File: src/hw/rtl/assert_macros.svh
// Concurrent assertion helpers; the clock is clk_i and the reset is rst_ni.
`ifndef ASSERT_MACROS_SVH
`define ASSERT_MACROS_SVH
`ifndef SYNTHESIS
`define ASSERT_IMPL(lbl, ante, cons, msg) \
  lbl: assert property (@(posedge clk_i) disable iff (!rst_ni) (ante) |-> (cons)) \
    else $error(msg);
`define ASSERT_NEXT(lbl, ante, cons, msg) \
  lbl: assert property (@(posedge clk_i) disable iff (!rst_ni) (ante) |=> (cons)) \
    else $error(msg);
`else
`define ASSERT_IMPL(lbl, ante, cons, msg)
`define ASSERT_NEXT(lbl, ante, cons, msg)
`endif
`endif

File: src/hw/rtl/jpdg_pkg.sv
package jpdg_pkg;

  localparam int unsigned COORD_BITS    = 16;
  localparam int unsigned THR_BITS      = 34;
  localparam int unsigned HOLD_BITS     = 8;
  localparam int unsigned CFG_DATA_BITS = 34;
  localparam int unsigned CFG_IDX_BITS  = 1;
  localparam int unsigned QUEUE_DEPTH   = 4;

  localparam int unsigned SQ_BITS  = 2 * COORD_BITS;
  localparam int unsigned SUM_BITS = SQ_BITS + 2;
  localparam int unsigned CMP_BITS = (SUM_BITS > THR_BITS) ? SUM_BITS : THR_BITS;

  localparam logic [CFG_IDX_BITS-1:0] CFG_THRESHOLD = 1'd0;
  localparam logic [CFG_IDX_BITS-1:0] CFG_HOLD      = 1'd1;

  localparam logic [THR_BITS-1:0]  THRESHOLD_RESET = 34'd11341;
  localparam logic [HOLD_BITS-1:0] HOLD_RESET      = 8'd15;

  typedef logic signed [COORD_BITS-1:0] coord_t;

  typedef struct packed {
    coord_t left_hand_x;
    coord_t left_hand_y;
    coord_t left_hand_z;
    coord_t right_hand_x;
    coord_t right_hand_y;
    coord_t right_hand_z;
    coord_t left_elbow_x;
    coord_t left_elbow_y;
    coord_t left_elbow_z;
    coord_t right_elbow_x;
    coord_t right_elbow_y;
    coord_t right_elbow_z;
  } in_item_t;

  typedef struct packed {
    logic fire_next;
    logic fire_previous;
    logic fire_toggle;
    logic repeat_mode_on;
  } out_item_t;

  typedef struct packed {
    logic nxt;
    logic prev;
    logic tog;
  } near_t;

  typedef struct packed {
    logic full;
    logic empty;
  } fifo_stat_t;

  typedef struct packed {
    logic pop;
    logic fire_toggle;
    logic mode;
  } back_stat_t;

endpackage

File: src/hw/rtl/jpdg_back.sv
module jpdg_back (
  input  logic                           clk_i,
  input  logic                           rst_ni,
  input  logic                           empty_i,
  input  jpdg_pkg::near_t                near_i,
  input  logic [jpdg_pkg::HOLD_BITS-1:0] hold_i,
  output logic                           pop_o,
  output logic                           out_valid_o,
  input  logic                           out_ready_i,
  output jpdg_pkg::out_item_t            out_data_o,
  output jpdg_pkg::back_stat_t           stat_o
);

  localparam int unsigned HW = jpdg_pkg::HOLD_BITS;

  logic [HW-1:0] nxt_d, nxt_q, prev_d, prev_q, tog_d, tog_q;
  logic          mode_d, mode_q;
  logic          fn, fp, ft;
  logic          pop;
  logic          out_valid_d, out_valid_q;
  jpdg_pkg::out_item_t out_d, out_q;

  assign pop = !empty_i && (!out_valid_q || out_ready_i);

  // Pairs are applied in order: next, previous, toggle.
  always_comb begin
    nxt_d  = nxt_q;
    prev_d = prev_q;
    tog_d  = tog_q;
    fn     = 1'b0;
    fp     = 1'b0;
    ft     = 1'b0;
    if (near_i.nxt) begin
      nxt_d  = nxt_d + HW'(1);
      prev_d = '0;
      tog_d  = '0;
      if (nxt_d == hold_i) begin
        nxt_d = '0;
        fn    = 1'b1;
      end
    end
    if (near_i.prev) begin
      prev_d = prev_d + HW'(1);
      nxt_d  = '0;
      tog_d  = '0;
      if (prev_d == hold_i) begin
        prev_d = '0;
        fp     = 1'b1;
      end
    end
    if (near_i.tog) begin
      tog_d  = tog_d + HW'(1);
      nxt_d  = '0;
      prev_d = '0;
      if (tog_d == hold_i) begin
        tog_d = '0;
        ft    = 1'b1;
      end
    end
    mode_d               = mode_q ^ ft;
    out_d.fire_next      = fn;
    out_d.fire_previous  = fp;
    out_d.fire_toggle    = ft;
    out_d.repeat_mode_on = mode_d;
  end

  assign out_valid_d = pop ? 1'b1 : (out_ready_i ? 1'b0 : out_valid_q);

  always_ff @(posedge clk_i or negedge rst_ni) begin
    if (!rst_ni) begin
      nxt_q       <= '0;
      prev_q      <= '0;
      tog_q       <= '0;
      mode_q      <= 1'b0;
      out_valid_q <= 1'b0;
    end else begin
      out_valid_q <= out_valid_d;
      if (pop) begin
        nxt_q  <= nxt_d;
        prev_q <= prev_d;
        tog_q  <= tog_d;
        mode_q <= mode_d;
      end
    end
  end

  always_ff @(posedge clk_i) begin
    if (pop) begin
      out_q <= out_d;
    end
  end

  assign pop_o              = pop;
  assign out_valid_o        = out_valid_q;
  assign out_data_o         = out_q;
  assign stat_o.pop         = pop;
  assign stat_o.fire_toggle = ft;
  assign stat_o.mode        = mode_q;

endmodule

File: config.mk
export PLATFORM = sky130hd
export DESIGN_NAME = jpdg_back
export DESIGN_NICKNAME = d
export VERILOG_FILES = /design/src/hw/rtl/assert_macros.svh /design/src/hw/rtl/jpdg_pkg.sv /design/src/hw/rtl/jpdg_back.sv
export SDC_FILE = /design/constraint.sdc
export NUM_CORES = 1
export LEC_CHECK = 0
export ABC_AREA = 1
export ABC_CLOCK_PERIOD_IN_PS = 3100
export BUFFER_PORTS_ARGS = -buffer_cell sky130_fd_sc_hd__buf_2
export CORE_MARGIN = 2
export CORE_UTILIZATION = 35
export CTS_CLUSTER_SIZE = 30
export DETAILED_ROUTE_END_ITERATION = 10
export PLACE_DENSITY = 0.63
export SYNTH_ARGS = -nofsm -noshare
export SYNTH_HDL_FRONTEND = slang
export SYNTH_SLANG_ARGS = --single-unit
export TNS_END_PERCENT = 30
File: constraint.sdc
create_clock -name clk_i -period 3.1 [get_ports clk_i]
set_input_delay 0.465 -clock clk_i [delete_from_list [all_inputs] [get_ports clk_i]]
set_output_delay 0.465 -clock clk_i [all_outputs]
set_load 0.005 [all_outputs]
# After elaboration in Yosys (flattened, before gate mapping)

Index checks and enable logic that the tools add are counted.

Mux-type cells: 18
Bitwise logic cells: 1
Eq/ne operators: 3
Add/subtract/negate cells: 3
Reduce and logical (&&, ||, !) cells: 7

Operator list:

| kind                                                           | number |
|---|---|
| 8-bit 2-to-1 mux                                               | 12 |
| 8-bit by 1-bit adder with 8-bit output (second input constant) | 3 |
| 8-bit equality test                                            | 3 |
| 1-bit 2-to-1 mux                                               | 6 |
| 3-bit nonzero test                                             | 1 |
| 1-bit logical NOT                                              | 2 |
| 2-bit AND reduction                                            | 1 |
| 2-bit nonzero test                                             | 1 |
| 1-bit logical AND                                              | 1 |
| 1-bit logical OR                                               | 1 |
| 1-bit XOR                                                      | 1 |

Bits of input ports: 15
Logic and storage cells: 41
Register bits: 30
Output and inout port bits: 9

# Depth between registers and ports, before layout

Depth after elaboration: 7
Gate-level depth with buffers: 16
Mapped depth without buffers: 15

# Worst setup path after synthesis

OpenSTA, ideal clock, no wires.

Kind: in2out
Start point: in near_i[1] (netlist bit)
End point: out stat_o[1] (netlist bit)
Buffers on the path: 2
Setup slack: 0.844 ns
Required time: 2.635 ns
Stages on the path: 13
Data arrival time: 1.791 ns
Path through: nor2_2 > buf_6 > nand2_2 > nand2_1 > nand2_1 > nand2_1 > nand2_1 > nor2_2 > nand2_2 > nor2_4 > nand2_1 > nor4_1 > buf_4

Word-level cells in the longest chain between the ends: 5

Ends and longest elaborated chain:

| what                                   | RTL line        | text |
|---|---|---|
| from (decl)                            | jpdg_back.sv:5  | `input jpdg_pkg::near_t near_i,` |
| 8-bit 2-to-1 mux                       | jpdg_back.sv:42 | `if (near_i.prev) begin` |
| 8-bit by 1-bit adder with 8-bit output | jpdg_back.sv:52 | `tog_d = tog_d + HW'(1);` |
| 8-bit equality test                    | jpdg_back.sv:55 | `if (tog_d == hold_i) begin` |
| 1-bit 2-to-1 mux                       | jpdg_back.sv:55 |  |
| 1-bit 2-to-1 mux                       | jpdg_back.sv:51 | `if (near_i.tog) begin` |
| to (decl)                              | jpdg_back.sv:11 | `output jpdg_pkg::back_stat_t stat_o` |

Every way passes these cells.

==> run metrics <==
outcome finished clean; Crit path largest cell delay 240 ps; Layout area overhead 11.1%; CP Depth 11; die span in x 86.2 um; via count 2269; Pre-antenna DRT Iters 4; total inserted antenna cells 0; cts hold-fix bufs 0; IO buf count 23; Num CTS Buffers 5; final hold viol count 0; Routed WL per cell 12.9 um; post-synthesis sequential area ratio 32.6%; vias in the first global route 2124; P_leak 1.34 nW; fin crit share 86.7%; Tightest Pin Transition 593 ps; share of layout cells above drive strength 1 18.9%; largest net degree at the start of global routing 27; Resized cells post-CTS 0; Die ar. 0.00744 mm2; Worst R2R End out_data_o[3]; later-pin clock latency in the skew report 290 ps; CP Max Fanout 12; post-synth net total 362; Post-CTS Setup Bufs 0; Remaining DRCs 0; antenna viol nets, final 0; worst path arrival time 2220 ps; clk buf depth 2; Worst Hold Class in -> async; first-pass GRT wire length 9.86 mm; Ports 24; Pins Over Slew Limit 0; # placed instances 440; YS warnings 0; max-cap violation count 0; vias per cell 5.06; critical path buffer and inverter count 3; WL final 5.79 mm; sum of negative setup slack 0 ps; Fmax 372 MHz; Worst-path clk slew 70 ps; WP data required 2630 ps; count of clock tree sinks 30; CTS tree built; RR Startpoint nxt_q[0]; cell mode on critical path nand2_1; final net count 386; Max-slew headroom 60.4%; syn_area_per_cell 6.84 um2; Pwr Density 361 mW/mm2; CP cell instances buf_2 > nor2_2 > buf_4 > nand4_1 > nand2_1 > nand2_1 > xor2_2 > nor2_4 > nand2_1 > nor4_1 > buf_2; critical path class in -> out; R2R depth 8; Setup Viol. Count Final 0; IR drop worst, VDD 105 uV; initial antenna violation count 0; gr usage total 16.9%; site row count 29; total grt overflow 0; Placeable Area 0.00646 mm2; FF-to-FF setup slack 1010 ps; nature of the critical path endpoint output pin; Initial Util 36.7%; post-synth cell types 33; DR iter-0 viols 120; RSZ-0062 raised after global routing false; post-route minimum period 2690 ps; HPWL Detailed 4.42 mm; post-synthesis cell count 346; fin cells 448; slowest CP cell nor4_1; die height 86.2 um; final clock skew 10.7 ps; startpoint types input pin; Root Driver clkbuf_8; flops & latches, synth 30; synthesized area 0.00237 mm2; Worst path top cell family by delay simple AND/OR/NAND/NOR gates; Final Wtd Congestion 0.861; htree depth 2
==> cell type report <==
type	instances	area (um2)
timing repair buffer	26	138
fill	701	3830
inverter	39	146
clock buffer	8	90.1
tap	77	96.3
multi-input combinational	268	1390
sequential	30	771
==> routing by layer <==
layer | part of all wire (%) | global-route usage (%)
met1 | 44 | 19.7
met2 | 48 | 29.7
met3 | 5.0 | 3.81
met4 | 2.9 | 7.10
met5 | 0 | 0
==> state kept, by name, summed over array words and instances (netlist names) <==
register,flops
out_valid_o,1
out_data_o,4
tog_q,8
mode_q,1
prev_q,8
nxt_q,8
==> placed cells by master, fill, tap and decap left out, types with 2 or more instances in the layout <==
cell | Yosys | final
dfrtp_1 | 26 | 26
xnor2_1 | 4 | 4
a21oi_1 | 8 | 8
nand2_2 | 14 | 14
o21ai_1 | 7 | 7
nand3_1 | 43 | 43
nor2_2 | 5 | 5
inv_1 | 33 | 33
buf_4 | 3 | 3
clkbuf_8 | 0 | 6
nand4_1 | 9 | 9
buf_2 | 1 | 23
nand3b_1 | 3 | 3
inv_2 | 4 | 4
nor2_4 | 3 | 3
xor2_1 | 15 | 15
nor2_1 | 22 | 22
nand3_2 | 6 | 6
edfxtp_1 | 4 | 4
nor4_1 | 2 | 2
clkbuf_1 | 3 | 2
and3_1 | 2 | 2
nand2_1 | 116 | 116
clkinv_1 | 2 | 2
==> cells by family (layout without fill, tap and decap cells) <==
kind of cell	after synthesis	in the layout	share of synthesized area [%]
AO/OA/AOI/OAI	18	18	4.28
XOR/XNOR	20	20	7.72
adder cells (fa/ha/maj)	1	1	0.528
buffers and inverters	48	73	8.77
flip-flops	30	30	32.6
AND/OR/NAND/NOR	229	229	46.1
==> worst max-delay path by stage <==
stage / start / to / slack (ps)
global placement: near_i[1] / stat_o[1] / 440
global route: near_i[1] / stat_o[1] / 230
floorplan: near_i[1] / stat_o[1] / 840
finish: near_i[1] / stat_o[1] / 410
detailed placement: near_i[1] / stat_o[1] / 410
CTS: near_i[1] / stat_o[1] / 400
==> power by group <==
part	switching (mW)	internal [mW]
registers	0.0194	0.420
logic	0.111	0.0586
clock network	0.159	0.181
total	0.290	0.660
==> synth_stat cells, drive strengths merged <==
library cell | instances | area, um2
ha | 1 | 12.5
nor3 | 1 | 10.0
o21ai | 8 | 40.0
nor4 | 2 | 12.5
a31oi | 1 | 12.5
xnor2 | 4 | 35.0
edfxtp | 4 | 120
clkinv | 2 | 7.51
nor4b | 1 | 8.76
dfrtp | 26 | 651
buf | 6 | 50.0
nand3 | 49 | 275
nand4 | 10 | 68.8
and3 | 2 | 12.5
clkbuf | 3 | 11.3
inv | 37 | 139
xor2 | 16 | 148
nor2 | 30 | 148
a21oi | 9 | 48.8
nand3b | 3 | 22.5
nand2 | 131 | 534
==> metrics by stage <==
| stage | power [mW] | util [%] | setup slack [ps] | hold slack (ps) | area [um2] |
|---|---|---|---|---|---|
| floorplan | 0.563 | - | 844 | 169 | 2370 |
| global placement | 0.616 | 39.3 | 444 | 471 | 2540 |
| detailed placement | 0.619 | 39.3 | 409 | 478 | 2540 |
| CTS | 0.960 | 40.7 | 402 | 207 | 2630 |
| global route | 1.00 | 40.7 | 232 | 221 | 2630 |
| finish | 0.950 | 40.7 | 412 | 167 | 2630 |
Power figures use the tool's default switching activity.
