**src/hw/rtl/assert_macros.svh**
```systemverilog
// Concurrent assertion helpers; the clock is clk_i and the reset is rst_ni.
`ifndef ASSERT_MACROS_SVH
`define ASSERT_MACROS_SVH
`ifndef SYNTHESIS
`define ASSERT_IMPL(lbl, ante, cons, msg) \
  lbl: assert property (@(posedge clk_i) disable iff (!rst_ni) (ante) |-> (cons)) \
    else $error(msg);
`define ASSERT_NEXT(lbl, ante, cons, msg) \
  lbl: assert property (@(posedge clk_i) disable iff (!rst_ni) (ante) |=> (cons)) \
    else $error(msg);
`else
`define ASSERT_IMPL(lbl, ante, cons, msg)
`define ASSERT_NEXT(lbl, ante, cons, msg)
`endif
`endif

```
**src/hw/rtl/jpdg_pkg.sv**
```systemverilog
package jpdg_pkg;

  localparam int unsigned COORD_BITS    = 16;
  localparam int unsigned THR_BITS      = 34;
  localparam int unsigned HOLD_BITS     = 8;
  localparam int unsigned CFG_DATA_BITS = 34;
  localparam int unsigned CFG_IDX_BITS  = 1;
  localparam int unsigned QUEUE_DEPTH   = 4;

  localparam int unsigned SQ_BITS  = 2 * COORD_BITS;
  localparam int unsigned SUM_BITS = SQ_BITS + 2;
  localparam int unsigned CMP_BITS = (SUM_BITS > THR_BITS) ? SUM_BITS : THR_BITS;

  localparam logic [CFG_IDX_BITS-1:0] CFG_THRESHOLD = 1'd0;
  localparam logic [CFG_IDX_BITS-1:0] CFG_HOLD      = 1'd1;

  localparam logic [THR_BITS-1:0]  THRESHOLD_RESET = 34'd11341;
  localparam logic [HOLD_BITS-1:0] HOLD_RESET      = 8'd15;

  typedef logic signed [COORD_BITS-1:0] coord_t;

  typedef struct packed {
    coord_t left_hand_x;
    coord_t left_hand_y;
    coord_t left_hand_z;
    coord_t right_hand_x;
    coord_t right_hand_y;
    coord_t right_hand_z;
    coord_t left_elbow_x;
    coord_t left_elbow_y;
    coord_t left_elbow_z;
    coord_t right_elbow_x;
    coord_t right_elbow_y;
    coord_t right_elbow_z;
  } in_item_t;

  typedef struct packed {
    logic fire_next;
    logic fire_previous;
    logic fire_toggle;
    logic repeat_mode_on;
  } out_item_t;

  typedef struct packed {
    logic nxt;
    logic prev;
    logic tog;
  } near_t;

  typedef struct packed {
    logic full;
    logic empty;
  } fifo_stat_t;

  typedef struct packed {
    logic pop;
    logic fire_toggle;
    logic mode;
  } back_stat_t;

endpackage

```
**src/hw/rtl/jpdg_fifo.sv**
```systemverilog
module jpdg_fifo #(
  parameter int unsigned Depth = jpdg_pkg::QUEUE_DEPTH
) (
  input  logic                   clk_i,
  input  logic                   rst_ni,
  input  logic                   push_i,
  input  jpdg_pkg::near_t        data_i,
  input  logic                   pop_i,
  output jpdg_pkg::near_t        data_o,
  output jpdg_pkg::fifo_stat_t   stat_o
);

  localparam int unsigned PtrW = (Depth > 1) ? $clog2(Depth) : 1;
  localparam int unsigned CntW = $clog2(Depth + 1);
  localparam logic [PtrW-1:0] LastIdx = PtrW'(Depth - 1);

  jpdg_pkg::near_t mem_q [Depth];
  logic [PtrW-1:0] wr_d, wr_q, rd_d, rd_q;
  logic [CntW-1:0] cnt_d, cnt_q;

  always_comb begin
    wr_d  = wr_q;
    rd_d  = rd_q;
    cnt_d = cnt_q;
    if (push_i) begin
      wr_d = (wr_q == LastIdx) ? '0 : wr_q + PtrW'(1);
    end
    if (pop_i) begin
      rd_d = (rd_q == LastIdx) ? '0 : rd_q + PtrW'(1);
    end
    if (push_i && !pop_i) begin
      cnt_d = cnt_q + CntW'(1);
    end else if (pop_i && !push_i) begin
      cnt_d = cnt_q - CntW'(1);
    end
  end

  always_ff @(posedge clk_i or negedge rst_ni) begin
    if (!rst_ni) begin
      wr_q  <= '0;
      rd_q  <= '0;
      cnt_q <= '0;
    end else begin
      wr_q  <= wr_d;
      rd_q  <= rd_d;
      cnt_q <= cnt_d;
    end
  end

  always_ff @(posedge clk_i) begin
    if (push_i) begin
      mem_q[wr_q] <= data_i;
    end
  end

  assign data_o       = mem_q[rd_q];
  assign stat_o.full  = (cnt_q == CntW'(Depth));
  assign stat_o.empty = (cnt_q == '0);

endmodule

```
**config.mk**
```make
export PLATFORM = sky130hd
export DESIGN_NAME = jpdg_fifo
export DESIGN_NICKNAME = d
export VERILOG_FILES = /design/src/hw/rtl/assert_macros.svh /design/src/hw/rtl/jpdg_pkg.sv /design/src/hw/rtl/jpdg_fifo.sv
export SDC_FILE = /design/constraint.sdc
export NUM_CORES = 1
export LEC_CHECK = 0
export ABC_AREA = 1
export BUFFER_PORTS_ARGS = -buffer_cell sky130_fd_sc_hd__buf_4
export CORE_MARGIN = 4
export CORE_UTILIZATION = 25
export CTS_CLUSTER_SIZE = 25
export DETAILED_ROUTE_END_ITERATION = 16
export GPL_ROUTABILITY_DRIVEN = 0
export PLACE_DENSITY_LB_ADDON = 0.25
export SLEW_MARGIN = 5
export SYNTH_ARGS = -nofsm -noshare
export SYNTH_HDL_FRONTEND = slang
export SYNTH_SLANG_ARGS = --single-unit
export TNS_END_PERCENT = 20
```
**constraint.sdc**
```tcl
create_clock -name clk_i -period 3.01 [get_ports clk_i]
set_input_delay 0.1505 -clock clk_i [delete_from_list [all_inputs] [get_ports clk_i]]
set_output_delay 0.1505 -clock clk_i [all_outputs]
set_load 0.05 [all_outputs]
```
== Yosys cells after proc, flatten, opt, wreduce, memory -nomap -nowiden ==
Memory sizes are Yosys's and may differ from the RTL's.
Cells that the tools add are included.

* Register bits: 7
* Bits in writable memories: 12
* Input port bits: 7
* Output and inout port bits: 5
* Logic and storage cells: 23
* Memories kept: 1

{| class="wikitable"
|+ Memories
! name !! depth !! width !! rd ports !! clocked after memory_dff !! wr ports !! line !! RTL
|-
| mem_q || 4 || 3 || 1 || 0 || 1 || jpdg_fifo.sv:17 || <nowiki>jpdg_pkg::near_t mem_q [Depth];</nowiki>
|}

* Add/subtract/negate cells: 4
* Eq/ne operators: 3
* Muxes and demuxes: 6
* Reductions and logical operators: 6

{| class="wikitable"
|+ Operators with widths
! operator !! number
|-
| $mux 3 || 2
|-
| $add 2x1->2 const B || 2
|-
| $eq 2x2->1 const B || 2
|-
| $mux 2 || 2
|-
| $add 3x1->3 const B || 1
|-
| $eq 3x3->1 const B || 1
|-
| $logic_not 3->1 || 1
|-
| $sub 3x1->3 const B || 1
|-
| $logic_and 1x1->1 || 2
|-
| $logic_not 1->1 || 2
|-
| $mux 1 || 2
|-
| $reduce_bool 2->1 || 1
|}

== Longest topological paths before layout ==
Gate-level depths: netlist of run 1.

* Depth after elaboration: 4
* Mapped depth: 9
* Mapped depth without buffers: 9

== Least setup slack after synthesis of run 1 ==
Ideal clock, no wire load.

* Kind: reg2out
* From: register cnt_q[0]
* To: output port stat_o[0] (netlist name)
* Data arrival time: 1.522 ns
* Slack: 1.337 ns
* Stages on the path, launching flop included: 2
* Path buffers: 0
* Cell sequence: dfrtp_1 nor3_1

{| class="wikitable"
|+ RTL lines
! what !! line !! RTL
|-
| from (decl) || jpdg_fifo.sv:19 || <nowiki>logic [CntW-1:0] cnt_d, cnt_q;</nowiki>
|-
| from (signal assigned) || jpdg_fifo.sv:46 || <nowiki>cnt_q <= cnt_d;</nowiki>
|-
| to (decl) || jpdg_fifo.sv:10 || <nowiki>output jpdg_pkg::fifo_stat_t stat_o</nowiki>
|}

==> results of run 1 <==
[logic make-up (layout without fill, tap and decap cells)]
group / Yosys count / after routing / share of synthesized area, %
and+or+nand+nor: 30 / 30 / 13.12
buffers and inverters: 20 / 35 / 9.115
DFF: 19 / 19 / 59.12
AOI/OAI and AO/OA: 10 / 10 / 7.182
adders and majority gates: 7 / 7 / 10.50
xor gates and xnor gates: 1 / 1 / 0.9670
[metal layers]
metal  vias up  track usage [%]
met5         -                0
met4         0            3.970
met3         4            1.970
met2         6            13.12
met1       284            9.397
li1        311                -
[worst paths after layout]
check,end,cells past startpoint
hold reg to reg,cnt_q[2],2
min in group asynchronous,rd_q[0],2
hold / removal,mem_q[2][0],1
max in group asynchronous,wr_q[0],2
setup / recovery,data_o[1],5
setup reg to reg,cnt_q[2],5
[report_power, final]
| group | total, mW | switching [mW] | internal [mW] | leakage [nW] |
|---|---|---|---|---|
| Clock | 0.122 | 0.0704 | 0.0514 | 0.0150 |
| Sequential | 0.406 | 0.0551 | 0.351 | 0.195 |
| Combinational | 0.448 | 0.302 | 0.146 | 0.304 |
[sequential cells by signal, summed over array words and instances (netlist names)]
| signal | count |
|---|---|
| mem_q | 12 |
| cnt_q | 3 |
| rd_q | 2 |
| wr_q | 2 |
[metrics by stage]
step,std cells,hold slack (ns),worst slack [ns],total power [mW]
after floorplan,87,-0.1451,1.337,0.7442
after global placement,143,-0.02877,1.741,0.8601
after detailed placement,143,-0.02948,1.662,0.8683
after CTS,148,0.05963,1.510,0.9936
after global routing,148,0.04789,1.441,1.066
final,148,0.06769,1.543,0.9757
[cell usage after synthesis, drive strengths merged]
| cell | count | share of area (%) |
|---|---|---|
| buf | 1 | 1.2 |
| dfrtp | 7 | 19 |
| edfxtp | 12 | 40 |
| fa | 1 | 2.2 |
| ha | 6 | 8.3 |
| inv | 19 | 7.9 |
| nand2 | 24 | 9.9 |
| nand3 | 1 | 0.55 |
| nand4 | 1 | 0.69 |
| nor2 | 2 | 0.83 |
| nor3 | 2 | 1.1 |
| o211ai | 6 | 5.0 |
| o21ai | 4 | 2.2 |
| xnor2 | 1 | 0.97 |
[layout make-up]
cell class / count / area (um^2) / share of cell area [%]
flip-flops and latches: 19 / 535.5 / 50.00
inverters: 19 / 71.32 / 6.659
clock buffers: 4 / 26.28 / 2.453
repair buffers: 12 / 92.59 / 8.645
multi-input cells: 48 / 287.8 / 26.87
well taps: 46 / 57.56 / 5.374
==> impl_metrics.json, run 1 <==
{
  "outcome": "finished, final reports clean",
  "wl_met3_um": 40,
  "slew_headroom_pct": 86.82,
  "startpoint": "rd_q[0]",
  "final_common_cell": "nand2_1",
  "ioPinCount": 12,
  "post-cts-setup-buffers": 0,
  "wl_met2_um": 768,
  "drive_gt1_share_pct": 14.71,
  "synth_area_per_cell_um2": 10.41,
  "area_delta_synth_final_pct": 18.23,
  "wl_met1_um": 669,
  "p_leak_nw": 0.5142,
  "drv_cap": 0,
  "slowest_stage": "dfrtp_1",
  "fin_crit_ns": 1.467,
  "drc": 0,
  "tns_ns": 0,
  "rsz0062_at_grt": "no",
  "topRoutingLayerUsed": "met4",
  "die-area_um2": 4651,
  "firstDrtPassIters": 3,
  "synth.distinct_cells": 15,
  "critPathCaptureType": "output port",
  "final_area_um2": 1071,
  "antenna_left": 0,
  "fp.dieW_um": 68.20,
  "hold_viol_final": 0,
  "detail_route.iter0.violations": 6,
  "overflow": 0,
  "crit_buf_inv": 2,
  "fp-row-count": 21,
  "grt_pass1_vias": 616,
  "worstSetupPathType": "reg -> out",
  "synthCells": 87,
  "mostFrequentLayoutCells": "24 x nand2_1, 18 x inv_1, 12 x edfxtp_1, 11 x buf_4, 7 x dfrtp_1",
  "cts_buffers": 3,
  "syn-cell-area_um2": 905.9,
  "cts_htree_levels": 1,
  "min_from": "data_i[0]",
  "p_per_area_nw_per_um2": 911.0,
  "min_period_over_period_pct": 48.74,
  "grt_pass1_wl_um": 2684,
  "core_area_um2": 3416,
  "skew_ns": 0.008018,
  "min_path_type": "in -> reg",
  "wl_per_cell_um": 10.20,
  "wl_um": 1510,
  "clock_latency_ns": 0.29,
  "placed_area_um2": 1035,
  "worst_ir_drop_vdd_v": 0.0002342,
  "crit_required_ns": 2.86,
  "finalSetupViolCount": 0,
  "max_freq_mhz": 681.6,
  "yosysSeqAreaShare_pct": 59.12,
  "antenna_found_initial": 0,
  "cpPeakStageDelay_ns": 0.42,
  "crit_top_cell": "nand2_1",
  "via_per_inst": 4.088,
  "startpoint_type": "flop",
  "crit_chain": "inv_2, nand2_1, o211ai_1, nand2_1, buf_4",
  "ys_ff_latch": 19,
  "r2r-start": "cnt_q[0]",
  "cts.clk_slew.worst_paths_ns": 0.10,
  "cts_root_buffer": "clkbuf_4",
  "fillers": 363,
  "antenna_cells": 0,
  "ys_warn_count": 0,
  "finalMaxSlewViolations": 0,
  "worst-r2r-setup-slack_ns": 1.69,
  "fin_nets": 117,
  "dp_hpwl_um": 1207,
  "gr-usage-all-layers_pct": 7.891,
  "arrival_ns": 1.32,
  "critical_path.top_delay_family": "flip-flops",
  "grt_max_degree": 14,
  "crit_path_max_fanout": 13,
  "cts.sinks": 19,
  "cts_resized": 0,
  "cts_tree": "yes",
  "synth_nets": 101,
  "initial_core_util_pct": 26.52,
  "utilization_pct": 31.36,
  "io_buffers": 11,
  "worst_pin_slew_ns": 0.1974,
  "ctsHoldBuffers": 1,
  "die_y_um": 68.20,
  "via_count": 605,
  "clockBufferDepth": 2
}
(Power assumes the default switching activity.)
==> run 2, diff against run 1 <==
==> constraint.sdc (replaced) <==
create_clock -name clk_i -period 1.4 [get_ports clk_i]
set_input_delay 0.07 -clock clk_i [delete_from_list [all_inputs] [get_ports clk_i]]
set_output_delay 0.07 -clock clk_i [all_outputs]
set_load 0.05 [all_outputs]
==> run 2 against run 1 <==
- clock-buffer cell count did not move
- sequential power rose by 120%
- global-route usage is 0.14 points lower
- critical endpoint is now data_o[0]
==> impl_metrics.json, run 2 (same netlist as run 1, synthesis figures left out) <==
{
  "outcome": "finished, final reports clean",
  "die_y_um": 68.20,
  "antenna_cells": 0,
  "gr-usage-all-layers_pct": 7.751,
  "startpoint_type": "flop",
  "rr_worst_depth": 5,
  "worst_ir_drop_vdd_v": 0.0004666,
  "fin_nets": 122,
  "hold_path_depth": 2,
  "firstDrtPassIters": 4,
  "antenna_found_initial": 0,
  "min_from": "pop_i",
  "min_period_over_period_pct": 93.87,
  "utilization_pct": 33.19,
  "via_count": 597,
  "drc": 0,
  "cpPeakStageDelay_ns": 0.43,
  "largestRegisters": "mem_q (12), cnt_q (3)",
  "rsz0062_at_grt": "yes",
  "cts_htree_levels": 1,
  "critPathCaptureType": "output port",
  "p_leak_nw": 0.5387,
  "mostFrequentLayoutCells": "24 x nand2_1, 18 x inv_1, 12 x edfxtp_1, 9 x buf_4",
  "slowest_stage": "dfrtp_1",
  "wl_per_cell_um": 9.830,
  "fp-row-count": 21,
  "finalMaxSlewViolations": 0,
  "reg2reg_to": "cnt_q[2]",
  "tns_ns": 0,
  "worstSetupPathType": "reg -> out",
  "overflow": 0,
  "grt_pass1_vias": 602,
  "antenna_left": 0,
  "fp.dieW_um": 68.20,
  "drive_gt1_share_pct": 15.89,
  "crit_top_cell": "nand2_1",
  "arrival_ns": 1.24,
  "crit_required_ns": 1.33,
  "max_freq_mhz": 760.9,
  "final_common_cell": "nand2_1",
  "crit_chain": "inv_4, nand2_1, o211ai_1, nand2_1, buf_6",
  "cts_root_buffer": "clkbuf_4",
  "cts_buffers": 3,
  "cts.sinks": 19,
  "min_path_type": "in -> reg",
  "worst-r2r-setup-slack_ns": 0.14,
  "io_buffers": 11,
  "grt_pass1_wl_um": 2608,
  "crit_path_max_fanout": 13,
  "dp_hpwl_um": 1172,
  "seq_area_um2": 536.8,
  "clockBufferDepth": 2,
  "fin_crit_ns": 1.314,
  "detail_route.iter0.violations": 15,
  "wl_um": 1504,
  "die-area_um2": 4651,
  "hold_viol_final": 0,
  "holdPathEnd": "rd_q[1]",
  "largest_register_ffs": 12,
  "skew_ns": 0.006770,
  "drv_cap": 0,
  "multi_input_comb_area_um2": 287.8,
  "initial_core_util_pct": 26.52,
  "critical_path.top_delay_family": "flip-flops",
  "via_per_inst": 3.902,
  "largest-register": "mem_q",
  "cts.clk_slew.worst_paths_ns": 0.10,
  "fillers": 350,
  "core_area_um2": 3416,
  "r2r-start": "cnt_q[0]",
  "finalSetupViolCount": 0,
  "clock_latency_ns": 0.29,
  "cts_tree": "yes",
  "slew_headroom_pct": 88.36,
  "worst_pin_slew_ns": 0.1728,
  "p_per_area_nw_per_um2": 1919,
  "crit_buf_inv": 2,
  "area_delta_synth_final_pct": 25.14,
  "ioPinCount": 12,
  "grt_max_degree": 14
}
## run 2: routing by layer
layer	global-route usage, %	up-vias	wire length (um)
li1	-	319	-
met1	8.469	272	700
met2	13.60	4	728
met3	1.806	2	54
met4	4.467	0	21
met5	0	-	0
## run 2: area by class of cell
class / count / share of cell area, %
timing repair buffer: 17 / 13.36
inverter: 19 / 6.512
sequential: 19 / 47.35
tap: 46 / 5.077
clock buffer: 4 / 2.318
multi-input combinational: 48 / 25.39
## run 2: stage by stage
stage / worst slack [ns] / total power, mW / area (um^2) / hold WS (ns) / instances
2_1_floorplan: -0.1923 / 1.600 / 905.9 / -0.2256 / 87
3_3_place_gp: 0.1831 / 1.832 / 1035 / -0.1097 / 143
3_5_place_dp: 0.1402 / 1.857 / 1035 / -0.1082 / 143
4_1_cts: 0.03250 / 2.143 / 1114 / 0.003355 / 152
5_1_grt: -0.008012 / 2.367 / 1134 / 0.007832 / 153
6_report: 0.08579 / 2.175 / 1134 / 0.003077 / 153
## run 2: report_power, final
part	internal (mW)	switching, mW	leakage (nW)	total [mW]
Combinational	0.375	0.654	0.330	1.03
Sequential	0.758	0.120	0.194	0.878
Clock	0.111	0.157	0.0150	0.268
## run 2: worst max path at each step
stage	from	endpoint	slack [ns]	cells after the start
after floorplan	cnt_q[0]	stat_o[0]	-0.19	1
after global placement	cnt_q[0]	cnt_q[2]	0.18	5
after detailed placement	cnt_q[0]	cnt_q[2]	0.14	5
after CTS	rd_q[0]	data_o[0]	0.03	5
after global routing	rd_q[0]	data_o[2]	-0.008	5
final	rd_q[0]	data_o[0]	0.09	5
## run 2: what timing repair did
| item | 4_1_cts | 5_1_grt |
|---|---|---|
| pin swaps | 0 | 0 |
| buffers inserted | 0 | 1 |
| endpoints found under the setup margin | 1 | 3 |
| hold buffers | 5 | 0 |
| endpoints found under the hold margin | 20 | 0 |
| resized for setup | 1 | 4 |
==> run 3, diff against run 2 <==
--- a/config.mk
+++ b/config.mk
@@ -8,7 +8,7 @@
 export ABC_AREA = 1
 export BUFFER_PORTS_ARGS = -buffer_cell sky130_fd_sc_hd__buf_4
 export CORE_MARGIN = 4
-export CORE_UTILIZATION = 25
+export CORE_UTILIZATION = 30
 export CTS_CLUSTER_SIZE = 25
 export DETAILED_ROUTE_END_ITERATION = 16
 export GPL_ROUTABILITY_DRIVEN = 0
==> run 3 against run 2 <==
- die area down 15%
- largest cell class unchanged
- clock power is 3% lower
- combinational power about the same
- sequential share of layout area grew 0.52 points
- clock skew about the same
- setup slack worse by 0.00055 ns
- clock-buffer cell count is 1 lower
- critical endpoint is now data_o[1]
- via count shrank 2.8%
- global-route usage rose by 0.18 points
- maximum frequency is essentially flat
- power is 0.58% lower
==> impl_metrics.json, run 3 (same netlist as run 1, synthesis figures left out) <==
{
  "outcome": "finished, final reports clean",
  "finalMaxSlewViolations": 0,
  "instances_no_fill": 139,
  "fillers": 278,
  "crit_path_max_fanout": 13,
  "crit_buf_inv": 2,
  "tns_ns": 0,
  "worst_ir_drop_vdd_v": 0.0006633,
  "critPathCaptureType": "output port",
  "p_sw_share_pct": 42.78,
  "grt_pass1_wl_um": 2511,
  "crit_top_cell": "nand2_1",
  "p_int_mw": 1.237,
  "grt_pass1_vias": 591,
  "grt_max_degree": 14,
  "antenna_left": 0,
  "worstSetupPathType": "reg -> out",
  "die_y_um": 62.95,
  "via_per_inst": 4.173,
  "worst_pin_slew_ns": 0.1856,
  "cts.clk_slew.worst_paths_ns": 0.11,
  "slew_headroom_pct": 87.62,
  "pwr-share-comb_pct": 47.5,
  "wl_um": 1393,
  "drc": 0,
  "firstDrtPassIters": 2,
  "clockBufferDepth": 2,
  "final_common_cell": "nand2_1",
  "utilization_pct": 39.54,
  "antenna_cells": 0,
  "area_delta_synth_final_pct": 23.48,
  "mostFrequentLayoutCells": "24 x nand2_1, 18 x inv_1, 12 x edfxtp_1, 11 x buf_4, 7 x dfrtp_1",
  "cts_htree_levels": 1,
  "antenna_found_initial": 0,
  "clock_latency_ns": 0.28,
  "cts_tree": "yes",
  "p_per_area_nw_per_um2": 1933,
  "drv_cap": 0,
  "crit_chain": "inv_4, nand2_1, o211ai_1, nand2_1, buf_4",
  "core_area_um2": 2829,
  "fp-row-count": 19,
  "arrival_ns": 1.24,
  "startpoint_type": "flop",
  "gr-usage-all-layers_pct": 7.932,
  "largestRegisters": "mem_q (12), cnt_q (3)",
  "min_period_over_period_pct": 93.91,
  "via_count": 580,
  "detail_route.iter0.violations": 16,
  "largest_register_ffs": 12,
  "cts_buffers": 3,
  "cts_root_buffer": "clkbuf_4",
  "critical_path.top_delay_family": "flip-flops",
  "fin_nets": 123,
  "clockPowerShare_pct": 12.0,
  "skew_ns": 0.007229,
  "fp.dieW_um": 62.95,
  "cts.sinks": 19,
  "fin_crit_ns": 1.315,
  "finalSetupViolCount": 0,
  "pwr-share-seq_pct": 40.4,
  "p_leak_nw": 0.5463,
  "hold_slack_ns": 0.01610,
  "hold_viol_final": 0,
  "overflow": 0,
  "dpl_worst_slack_ns": 0.1459,
  "power.switching_mw": 0.9250,
  "wl_per_cell_um": 10.02,
  "seq_area_um2": 535.5,
  "placed_area_um2": 1016,
  "cpPeakStageDelay_ns": 0.43,
  "largest-register": "mem_q",
  "drive_gt1_share_pct": 16.67,
  "power_mw": 2.162,
  "ioPinCount": 12,
  "crit_required_ns": 1.33,
  "dp_hpwl_um": 1074,
  "max_freq_mhz": 760.6,
  "rsz0062_at_grt": "no",
  "initial_core_util_pct": 32.02,
  "fin_ws_ns": 0.08524,
  "final_area_um2": 1119,
  "slowest_stage": "dfrtp_1",
  "multi_input_comb_area_um2": 287.8,
  "min_path_type": "in -> reg",
  "dp_cells": 128,
  "io_buffers": 11,
  "die-area_um2": 3963
}
==> run 3: cell count changes in the layout (fill, tap and decap cells not counted) <==
cell      change
buf_4         +2
buf_6         -1
clkbuf_1      -1
clkinv_2      +1
dfrtp_1       +1
dfrtp_2       -1
==> run 3: power groups by stage <==
stage	registers (mW)	logic, mW	clock network [mW]
2_1_floorplan	0.861	0.739	0
3_3_place_gp	0.880	0.937	0
3_5_place_dp	0.890	0.954	0
4_1_cts	0.880	0.973	0.272
5_1_grt	0.899	1.15	0.307
6_report	0.874	1.03	0.260
==> run 3: final cells by class <==
type	count	area share [%]
clock buffer	3	2.013
clock inverter	1	0.4474
inverter	19	6.600
multi-input combinational	48	25.73
sequential	19	47.87
tap	31	3.468
timing repair buffer	18	13.87
==> run 3: path summary, 6_finish.rpt <==
path / startpoint / end / slack (ns) / depth (start not counted)
max: rd_q[0] / data_o[1] / 0.09 / 5
min: pop_i / rd_q[1] / 0.02 / 3
max reg2reg: cnt_q[0] / cnt_q[2] / 0.14 / 5
min reg2reg: cnt_q[2] / cnt_q[2] / 0.52 / 2
max in group asynchronous: rst_ni / cnt_q[0] / 1.17 / 2
min in group asynchronous: rst_ni / wr_q[0] / 0.12 / 2
==> run 3: timing repair <==
action                     CTS  global route
gates resized for setup      1             2
setup endpoints to repair    1             3
hold endpoints to repair    21             0
buffers inserted             0             2
hold buffers                 5             0
==> run 3: layer usage <==
metal / global-route usage, % / vias to the layer above / part of all wire [%]
met5: 0 / - / 0
met4: 4.132 / 0 / 0.65
met3: 1.799 / 2 / 3.0
met2: 12.65 / 4 / 49
met1: 9.944 / 253 / 47
li1: - / 321 / -
==> run 3: worst register-to-register path, delay by kind of cell, from the launching register on <==
| family | cells | cell delay (ns) |
|---|---|---|
| DFF | 1 | 0.45 |
| adders and majority gates | 1 | 0.45 |
| and+or+nand+nor | 4 | 0.27 |
